<file path="src/hw/rtl/kmsd_pkg.sv">
// types, constants and key tables shared by the key matrix scan decoder
package kmsd_pkg;

  localparam int unsigned ROWS       = 9;
  localparam int unsigned COLS       = 7;
  localparam int unsigned MATRIX_W   = ROWS * COLS;
  localparam int unsigned TDATA_IN_W = 64;
  localparam int unsigned ROW_W      = 4;
  localparam int unsigned COL_W      = 3;
  localparam int unsigned HELD_W     = 6;
  localparam int unsigned CODE_W     = 8;
  localparam int unsigned CFG_W      = 8;
  localparam int unsigned CFG_IDX_W  = 1;

  // matrix bit positions of the modifier keys
  localparam int unsigned POS_CTRL        = 7 * 8 + 3;
  localparam int unsigned POS_SHIFT       = 7 * 8 + 4;
  localparam int unsigned POS_SHIFT_ROW0  = 4;

  // control and shift of row 8 take no part in the held count
  localparam logic [MATRIX_W-1:0] SKIP_MASK =
    (MATRIX_W'(1) << POS_CTRL) | (MATRIX_W'(1) << POS_SHIFT);

  // configuration register indexes
  localparam logic [CFG_IDX_W-1:0] REG_FIRST_DELAY = 1'd0;
  localparam logic [CFG_IDX_W-1:0] REG_INTERVAL    = 1'd1;

  localparam logic [CFG_W-1:0] FIRST_DELAY_RST = 8'd50;
  localparam logic [CFG_W-1:0] INTERVAL_RST    = 8'd5;

  // control-mode character handling
  localparam logic [CODE_W-1:0] CH_LPAREN  = 8'h28;
  localparam logic [CODE_W-1:0] CH_RPAREN  = 8'h29;
  localparam logic [CODE_W-1:0] CH_CARET   = 8'h5E;
  localparam logic [CODE_W-1:0] CH_LBRACE  = 8'h7B;
  localparam logic [CODE_W-1:0] CH_RBRACE  = 8'h7D;
  localparam logic [CODE_W-1:0] CH_BAR     = 8'h7C;
  localparam logic [CODE_W-1:0] CTRL_MASK  = 8'h1F;
  localparam logic [CODE_W-1:0] PRINT_LO   = 8'd32;
  localparam logic [CODE_W-1:0] PRINT_HI   = 8'd126;

  localparam logic [CODE_W-1:0] PLAIN_ROM [0:ROWS-1][0:COLS-1] = '{
    '{8'h00, 8'h00, 8'h00, 8'h00, 8'h00, 8'h00, 8'h00},
    '{8'h68, 8'h62, 8'h35, 8'h66, 8'h78, 8'h74, 8'h92},
    '{8'h6A, 8'h6E, 8'h36, 8'h64, 8'h7A, 8'h79, 8'h90},
    '{8'h6B, 8'h6D, 8'h37, 8'h65, 8'h73, 8'h75, 8'h93},
    '{8'h6C, 8'h2C, 8'h38, 8'h77, 8'h61, 8'h69, 8'h91},
    '{8'h3B, 8'h2E, 8'h39, 8'h33, 8'h71, 8'h6F, 8'h3F},
    '{8'h3A, 8'h2F, 8'h30, 8'h32, 8'h31, 8'h70, 8'h5B},
    '{8'h67, 8'h76, 8'h34, 8'h63, 8'h20, 8'h72, 8'h5D},
    '{8'h08, 8'h0D, 8'h2D, 8'h00, 8'h00, 8'h40, 8'h7C}
  };

  localparam logic [CODE_W-1:0] SHIFT_ROM [0:ROWS-1][0:COLS-1] = '{
    '{8'h00, 8'h00, 8'h00, 8'h00, 8'h00, 8'h00, 8'h00},
    '{8'h48, 8'h42, 8'h25, 8'h46, 8'h58, 8'h54, 8'h92},
    '{8'h4A, 8'h4E, 8'h26, 8'h44, 8'h5A, 8'h59, 8'h90},
    '{8'h4B, 8'h4D, 8'h27, 8'h45, 8'h53, 8'h55, 8'h93},
    '{8'h4C, 8'h3C, 8'h28, 8'h57, 8'h41, 8'h49, 8'h91},
    '{8'h2B, 8'h3E, 8'h29, 8'hA3, 8'h51, 8'h4F, 8'h3F},
    '{8'h2A, 8'h3F, 8'h5E, 8'h22, 8'h21, 8'h50, 8'h5C},
    '{8'h47, 8'h56, 8'h24, 8'h43, 8'h20, 8'h52, 8'h5F},
    '{8'h08, 8'h1B, 8'h3D, 8'h00, 8'h00, 8'h40, 8'h3F}
  };

  // what the scan tracker hands to the repeat logic and the decoder
  typedef struct packed {
    logic             new_press;
    logic             held_ok;
    logic [ROW_W-1:0] row;
    logic [COL_W-1:0] col;
    logic             shift;
    logic             ctrl;
  } scan_info_t;

endpackage

</file>
<file path="src/hw/rtl/key_matrix_scan_decoder.sv">
// key matrix scan decoder top level: scan register, repeat timer, result register
//
// Takes one 9x7 active-low matrix scan per request and gives at most one key code per
// scan. A new scan is accepted every clock cycle while the input register can take it;
// each scan goes through the input register, then the single pass of edge detection, held-key
// count, repeat timer and table decode, then the result register. A stalled result
// blocks further scans only once the input register is also full. Scans that bring no
// emission (no new press, timer not expired, a held count outside one or two, or a
// table cell of zero) produce nothing. Delays are counted in scans; a value of zero
// makes the next expiry 256 scans away. No clearing pass after reset.
module key_matrix_scan_decoder (
  input  logic                              clk,
  input  logic                              rst,
  input  logic                              s_tvalid,
  output logic                              s_tready,
  input  logic [kmsd_pkg::TDATA_IN_W-1:0]   s_tdata,   // [62:0] matrix_raw
  output logic                              m_tvalid,
  input  logic                              m_tready,
  output logic [kmsd_pkg::CODE_W-1:0]       m_tdata,   // [7:0] key_code
  input  logic                              cfg_we,
  input  logic [kmsd_pkg::CFG_IDX_W-1:0]    cfg_index,
  input  logic [kmsd_pkg::CFG_W-1:0]        cfg_data
);
  import kmsd_pkg::*;

  logic                in_valid;
  logic [MATRIX_W-1:0] in_raw;
  logic                out_free;
  logic                step;
  logic [CFG_W-1:0]    first_delay;
  logic [CFG_W-1:0]    interval;
  logic [CFG_W-1:0]    timer;
  logic [CFG_W-1:0]    timer_next;
  logic [CFG_W-1:0]    timer_dec;
  logic                emit;
  logic                emit_nz;
  logic [CODE_W-1:0]   code;
  scan_info_t          info;

  assign out_free = !m_tvalid || m_tready;
  assign step     = in_valid && out_free;
  assign s_tready = !in_valid || out_free;

  always_ff @(posedge clk) begin
    if (rst) begin
      in_valid <= 1'b0;
    end else if (s_tready) begin
      in_valid <= s_tvalid;
    end
  end

  always_ff @(posedge clk) begin
    if (s_tvalid && s_tready) begin
      in_raw <= s_tdata[MATRIX_W-1:0];
    end
  end

  always_ff @(posedge clk) begin
    if (rst) begin
      first_delay <= FIRST_DELAY_RST;
      interval    <= INTERVAL_RST;
    end else if (cfg_we) begin
      case (cfg_index)
        REG_FIRST_DELAY: first_delay <= cfg_data;
        REG_INTERVAL:    interval    <= cfg_data;
        default: ;
      endcase
    end
  end

  kmsd_scan u_scan (
    .clk  (clk),
    .rst  (rst),
    .step (step),
    .cur  (~in_raw),
    .info (info)
  );

  kmsd_decode u_decode (
    .info (info),
    .code (code)
  );

  // typematic repeat: timer only moves while one or two keys are held
  assign timer_dec = timer - CFG_W'(1);

  always_comb begin
    timer_next = timer;
    emit       = 1'b0;
    if (info.held_ok) begin
      if (info.new_press) begin
        timer_next = first_delay;
        emit       = 1'b1;
      end else if (timer_dec == '0) begin
        timer_next = interval;
        emit       = 1'b1;
      end else begin
        timer_next = timer_dec;
      end
    end
  end

  assign emit_nz = emit && (code != '0);

  always_ff @(posedge clk) begin
    if (rst) begin
      timer <= '0;
    end else if (step) begin
      timer <= timer_next;
    end
  end

  always_ff @(posedge clk) begin
    if (rst) begin
      m_tvalid <= 1'b0;
    end else if (step) begin
      m_tvalid <= emit_nz;
    end else if (m_tready) begin
      m_tvalid <= 1'b0;
    end
  end

  always_ff @(posedge clk) begin
    if (step && emit_nz) begin
      m_tdata <= code;
    end
  end

`ifndef SYNTHESIS
  a_no_zero_code: assert property (@(posedge clk) disable iff (rst)
    m_tvalid |-> (m_tdata != '0))
    else $error("zero key code presented");

  a_emit_needs_hold: assert property (@(posedge clk) disable iff (rst)
    (step && emit) |-> info.held_ok)
    else $error("key emitted outside one or two held keys");

  a_stall_blocks_input: assert property (@(posedge clk) disable iff (rst)
    (in_valid && m_tvalid && !m_tready) |-> !s_tready)
    else $error("scan accepted while pipeline full");

  a_timer_holds_idle: assert property (@(posedge clk) disable iff (rst)
    !step |=> $stable(timer))
    else $error("repeat timer moved without a scan");
`endif

endmodule

</file>
<file path="src/hw/rtl/kmsd_scan.sv">
// scan tracker: edge detection, held key count and last new key position
module kmsd_scan (
  input  logic                            clk,
  input  logic                            rst,
  input  logic                            step,
  input  logic [kmsd_pkg::MATRIX_W-1:0]   cur,
  output kmsd_pkg::scan_info_t            info
);
  import kmsd_pkg::*;

  logic [MATRIX_W-1:0] prev;
  logic [HELD_W-1:0]   held;
  logic [ROW_W-1:0]    last_row;
  logic [COL_W-1:0]    last_col;

  logic [MATRIX_W-1:0] pressed;
  logic [MATRIX_W-1:0] released;
  logic [HELD_W-1:0]   held_next;
  logic [ROW_W-1:0]    last_row_next;
  logic [COL_W-1:0]    last_col_next;
  logic [COL_W-1:0]    row_col [0:ROWS-1];
  logic [ROWS-1:0]     row_hit;
  logic [ROW_W-1:0]    hit_row;
  logic [COL_W-1:0]    hit_col;
  logic                new_press;

  assign pressed   = cur & ~prev & ~SKIP_MASK;
  assign released  = ~cur & prev & ~SKIP_MASK;
  assign new_press = |pressed;
  assign held_next = held + HELD_W'($countones(pressed)) - HELD_W'($countones(released));

  // last pressed column within each row, rows scanned independently
  always_comb begin
    for (int r = 0; r < ROWS; r++) begin
      row_hit[r] = |pressed[7*r +: 7];
      row_col[r] = '0;
      for (int c = 0; c < COLS; c++) begin
        if (pressed[7*r + c]) begin
          row_col[r] = COL_W'(c);
        end
      end
    end
  end

  // last row in scan order that saw a new press
  always_comb begin
    hit_row = '0;
    hit_col = '0;
    for (int r = 0; r < ROWS; r++) begin
      if (row_hit[r]) begin
        hit_row = ROW_W'(r);
        hit_col = row_col[r];
      end
    end
  end

  assign last_row_next = new_press ? hit_row : last_row;
  assign last_col_next = new_press ? hit_col : last_col;

  always_ff @(posedge clk) begin
    if (rst) begin
      prev     <= '0;
      held     <= '0;
      last_row <= '0;
      last_col <= '0;
    end else if (step) begin
      prev     <= cur;
      held     <= held_next;
      last_row <= last_row_next;
      last_col <= last_col_next;
    end
  end

  always_comb begin
    info.new_press = new_press;
    info.held_ok   = held_next inside {6'd1, 6'd2};
    info.row       = last_row_next;
    info.col       = last_col_next;
    info.shift     = cur[POS_SHIFT] | cur[POS_SHIFT_ROW0];
    info.ctrl      = cur[POS_CTRL];
  end

endmodule

</file>
<file path="src/hw/rtl/kmsd_decode.sv">
// key decoder: table lookup with shift and control handling
module kmsd_decode (
  input  kmsd_pkg::scan_info_t            info,
  output logic [kmsd_pkg::CODE_W-1:0]     code
);
  import kmsd_pkg::*;

  logic [CODE_W-1:0] raw;

  assign raw = info.shift ? SHIFT_ROM[info.row][info.col] : PLAIN_ROM[info.row][info.col];

  always_comb begin
    code = raw;
    if (info.ctrl) begin
      if (info.shift) begin
        case (raw)
          CH_LPAREN: code = CH_LBRACE;
          CH_RPAREN: code = CH_RBRACE;
          CH_CARET:  code = CH_BAR;
          default:   code = raw;
        endcase
      end else if (raw inside {[PRINT_LO:PRINT_HI]}) begin
        code = raw & CTRL_MASK;
      end
    end
  end

endmodule
</file>
<file path="config.mk">
export PLATFORM = sky130hd
export DESIGN_NAME = key_matrix_scan_decoder
export DESIGN_NICKNAME = d
export VERILOG_FILES = /design/src/hw/rtl/kmsd_pkg.sv /design/src/hw/rtl/key_matrix_scan_decoder.sv /design/src/hw/rtl/kmsd_scan.sv /design/src/hw/rtl/kmsd_decode.sv
export SDC_FILE = /design/constraint.sdc
export NUM_CORES = 1
export LEC_CHECK = 0
export BUFFER_PORTS_ARGS = -buffer_cell sky130_fd_sc_hd__buf_4
export CORE_AREA = 2 2 179 181
export DETAILED_ROUTE_END_ITERATION = 8
export DIE_AREA = 0 0 181 183
export PLACE_DENSITY = 0.68
export SLEW_MARGIN = 0
export SYNTH_ARGS = -nofsm -noshare
export SYNTH_HDL_FRONTEND = slang
export SYNTH_SLANG_ARGS = --single-unit
</file>
<file path="constraint.sdc">
create_clock -name clk -period 7.95 [get_ports clk]
set_input_delay 0.3975 -clock clk [delete_from_list [all_inputs] [get_ports clk]]
set_output_delay 0.3975 -clock clk [all_outputs]
set_load 0.03 [all_outputs]
</file>
==> flow_metrics.tcl, run 1 <==
set metrics [dict create \
    report.final.slew_viol_count 0 \
    die_h_um 183 \
    grt_pass1_vias 11017 \
    crit_type "flip-flop to flip-flop" \
    synthArstFlopShare 0 \
    setup_viol 0 \
    final_nets 1922 \
    multiInputGateArea_mm2 0.008823 \
    ys_types 90 \
    syn_to_final_growth_pct 17.18 \
    clk_path_buf_depth 2 \
    antenna_found_initial 1 \
    yosysTopAreaCell "fa_1" \
    arrival_ns 8.06 \
    synthTopCellsByCount "inv_1 (235), nor2_1 (162), fa_1 (123)" \
    synth_area_per_cell_um2 9.320 \
    postCtsHoldBufs 0 \
    cts_buffers 17 \
    cp_top_family "adder cells" \
    ys.warnings.count 0 \
    critical_path_required_ns 8.13 \
    maxCapViolCount 0 \
    die_area_mm2 0.03312 \
    insertion_delay_ns 0.45 \
    design_area_mm2 0.01616 \
    synth_edf_count 71 \
    grt.total_usage 0.2364 \
    wl_per_cell_um 18.77 \
    status "completed" \
    drive_above_1_share 0.2006 \
    dpl_worst_slack_ns -0.1605 \
    max_freq_mhz 126.9 \
    drt_iter0_markers 769 \
    syn_area_mm2 0.01379 \
    routed_via_density 5.406 \
    drt_wl_total_mm 37.97 \
    end_kind "flip-flop" \
    hpwl_mm 29.77 \
    synth.most_common_cell "inv_1" \
    portBuffers 86 \
    slew_headroom 0.2828 \
    root_buffer "clkbuf_16" \
    postRouteAntennaNets 0 \
    synthCells 1480 \
    gp_congestion 0.9663 \
    vias 10937 \
    synth_top_area_frac 0.1785 \
    cts_tree "built" \
    grt_pass1_wl_mm 59.75 \
    grt_max_degree 101 \
    cp_num_buf_inv 8 \
    synth_seq_cells 171 \
    dpl_cell_area_mm2 0.01517 \
    cts_sinks 171 \
    period_share 0.9913 \
    tightest_slew_ns 1.076 \
    initial_utilization 0.4417 \
    max_stage_delay_ns 0.56 \
    whs_ns 0.1157 \
    cts.htree.levels 4 \
    path_clk_slew_ns 0.07 \
    io_pins 88 \
    ys_seq_area_frac 0.2997 \
    overflow 0 \
    rsz0062_at_grt "yes" \
    min_period_ns 7.881 \
    path_max_fanout 4 \
    worstHoldPathType "input port to flip-flop" \
    nFillCells 2901 \
    first_pass_iters 5 \
    layout_setup_ws_ns 0.06905 \
    worst_clock_skew_ns 0.01298 \
    rows 65 \
    die_x_um 181 \
    synth_top_cells_by_area "fa_1 (18%), edfxtp_1 (15%), dfxtp_1 (15%)" \
    startpoint_type "flip-flop" \
    regArea_mm2 0.004134 \
    syn_nets 1795 \
    post-route-drc-count 0 \
    synthFlopType "dfxtp_1" \
    cp_slowest_cell "fa_1" \
    finalHoldViolations 0 \
    core_area_mm2 0.03123 \
    worst_path_most_repeated_cell "fa_1" \
]
-- registers in the layout (all words and copies together) (netlist names) --
signal,flops
timer,8
u_scan.last_col,3
u_scan.held,6
m_tdata,8
interval,8
u_scan.prev,61
m_tvalid,1
in_valid,1
in_raw,63
u_scan.last_row,4
first_delay,8
-- routing by layer --
layer	part of all wire	global-route usage	vias to the layer above
met5	0	0	-
met4	0.023	0.07447	0
met3	0.067	0.04408	41
met2	0.46	0.3818	342
met1	0.45	0.3233	5307
li1	-	-	5247
-- final cells by class --
cell class,instances,share of cell area
clock buffers,19,0.02740
well taps,402,0.03112
flip-flops and latches,171,0.2558
clock inverters,13,0.005651
inverters,240,0.05605
diodes,1,0.0001548
repair buffers,164,0.07795
multi-input cells,1013,0.5459
-- timing repair --
action,4_1_cts,5_1_grt
resized for setup,43,57
pin swaps,15,22
buffers inserted,7,12
gates cloned,1,1
setup endpoints to repair,15,17
-- placed cells by master, fill, tap and decap left out, types with 54 or more instances in the layout --
master    instances
a211oi_1         76
buf_4           160
fa_1            112
edfxtp_1         71
inv_1           213
and2_1           54
dfxtp_1         100
nor2_1          148
nand2_1          92
ha_1            101
-- worst paths after layout --
kind | start | to | slack (ns) | cells past startpoint
setup / recovery | in_raw[11] | m_tdata[0] | 0.07 | 28
hold / removal | s_tdata[59] | in_raw[59] | 0.12 | 1
setup reg to reg | in_raw[11] | m_tdata[0] | 0.07 | 28
hold reg to reg | interval[6] | interval[6] | 0.46 | 2
-- metrics by stage --
| step | cells | TNS [ns] | utilization |
|---|---|---|---|
| floorplan | 1480 | 0 | - |
| global placement | 1970 | -0.4608 | 0.4859 |
| detailed placement | 1970 | -1.348 | 0.4859 |
| CTS | 2010 | -0.1388 | 0.5095 |
| global route | 2022 | -1.905 | 0.5175 |
| finish | 2023 | 0 | 0.5175 |
-- cell families after synthesis --
kind of cell | count (synthesis) | share of synthesized area
multiplexers | 20 | 0.01524
flip-flops | 171 | 0.2997
XOR/XNOR | 23 | 0.01460
AO/OA/AOI/OAI | 276 | 0.1434
AND/OR/NAND/NOR | 457 | 0.1618
buffers and inverters | 296 | 0.08327
adder cells (fa/ha/maj) | 237 | 0.2819
Power of run 1 is left out: the tool's default activity adds up to more than one toggle a clock period on the data nets, which glitch-free logic cannot reach.
==> inputs of run 2 (changes only) <==
--- a/config.mk
+++ b/config.mk
@@ -9,6 +9,7 @@
 export CORE_AREA = 2 2 179 181
 export DETAILED_ROUTE_END_ITERATION = 8
 export DIE_AREA = 0 0 181 183
+export GPL_TIMING_DRIVEN = 0
 export PLACE_DENSITY = 0.68
 export SLEW_MARGIN = 0
 export SYNTH_ARGS = -nofsm -noshare
==> flow_metrics.tcl, run 2 (same netlist as run 1, synthesis figures left out) <==
set metrics [dict create \
    status "completed" \
    dp_cells 1967 \
    cts.htree.levels 4 \
    cp_slowest_cell "fa_1" \
    slew_headroom 0.3460 \
    die_area_mm2 0.03312 \
    hpwl_mm 31.43 \
    end_kind "flip-flop" \
    worst_clock_skew_ns 0.009401 \
    final_nets 1945 \
    wl_per_cell_um 19.53 \
    drt_wl_total_mm 39.93 \
    grt_max_degree 64 \
    syn_to_final_growth_pct 17.89 \
    period_share 0.9964 \
    worst_path_most_repeated_cell "fa_1" \
    cts_buffers 17 \
    tightest_slew_ns 0.9810 \
    vias 11307 \
    crit_type "flip-flop to flip-flop" \
    top_register "in_raw" \
    root_buffer "clkbuf_16" \
    worstHoldPathType "input port to flip-flop" \
    grt_pass1_wl_mm 62.71 \
    post-route-drc-count 0 \
    dpl_cell_area_mm2 0.01496 \
    initial_utilization 0.4417 \
    overflow 0 \
    die_h_um 183 \
    path_max_fanout 4 \
    rrSetupSlack_ns 0.03 \
    report.final.slew_viol_count 0 \
    instances_no_fill 2045 \
    io_pins 88 \
    core_area_mm2 0.03123 \
    drive_above_1_share 0.1948 \
    first_pass_iters 5 \
    routed_via_density 5.529 \
    rsz0062_at_grt "yes" \
    reg_top3 "in_raw x63, u_scan.prev x61" \
    cts_tree "built" \
    max_stage_delay_ns 0.57 \
    largest_reg_flops 63 \
    rows 65 \
    diodes 0 \
    final_common_cell "inv_1" \
    die_x_um 181 \
    max_freq_mhz 126.2 \
    maxCapViolCount 0 \
    cts_sinks 171 \
    tns_ns 0 \
    post-route-util 0.5207 \
    min_period_ns 7.922 \
    postRouteAntennaNets 0 \
    grt_pass1_vias 11256 \
    gp_congestion 0.9849 \
    drt_iter0_markers 917 \
    portBuffers 85 \
    antenna_found_initial 0 \
    insertion_delay_ns 0.46 \
    finalHoldViolations 0 \
    mostFrequentLayoutCells "inv_1 (213), nor2_1 (138), buf_4 (133)" \
    arrival_ns 8.10 \
    path_clk_slew_ns 0.07 \
    design_area_mm2 0.01626 \
    startpoint_type "flip-flop" \
    grt.total_usage 0.2490 \
    setup_viol 0 \
    clk_path_buf_depth 2 \
    critical_path_required_ns 8.13 \
]
-- run 2: cell count changes in the layout (fill, tap and decap cells not counted), moves of 4 or more --
cell and delta:
nor2_4 +10, and2_1 +4, buf_4 -27, clkbuf_1 +41
fa_2 +5, buf_2 +6, nor2_1 -10, fa_1 -5
-- run 2: metal layers --
metal | GRT usage | routed length [um]
met2 | 0.4026 | 18560
met5 | 0 | 0
met1 | 0.3431 | 17510
met4 | 0.07447 | 803
met3 | 0.04488 | 3062
-- run 2: final cells by class --
type / count / area (um2)
Clock inverter: 12 / 86.33
Clock buffer: 20 / 456.7
Fill cell: 2902 / 14970
Timing Repair Buffer: 133 / 1010
Sequential cell: 171 / 4134
Multi-Input combinational cell: 1013 / 8921
Tap cell: 402 / 503.0
Buffer: 54 / 244.0
Inverter: 240 / 905.9
-- run 2: per-stage QoR --
| step | worst slack (ns) | hold slack, ns |
|---|---|---|
| finish | 0.02831 | 0.1107 |
| global route | -0.2507 | 0.09013 |
| CTS | 0.003678 | 0.08966 |
| detailed placement | -0.7391 | 0.4506 |
| global placement | -0.6252 | 0.4444 |
| floorplan | 0.09377 | 0.4363 |
-- run 2: path summary, 6_finish.rpt --
check,startpoint,end,cells after the start
setup / recovery,in_raw[49],m_tdata[1],30
hold / removal,s_tdata[46],in_raw[46],1
setup reg to reg,in_raw[49],m_tdata[1],30
hold reg to reg,interval[5],interval[5],2
-- run 2: timing repair --
action                     CTS  global route
setup endpoints to repair   17            17
gates resized for setup     42            79
pin swaps                   25            62
buffers inserted            20            28
hold buffers                 0             0
gates cloned                 0             0
-- run 2: critical path, delay by kind of cell, from the launching register on --
family          cells  cell delay, ns
buf+inv            10            0.90
fa+ha+maj          11            4.84
compound gates      6            0.89
simple gates        2            0.50
xor+xnor            1            0.09
flops               1            0.42
Power of run 2 is left out for the same reason.
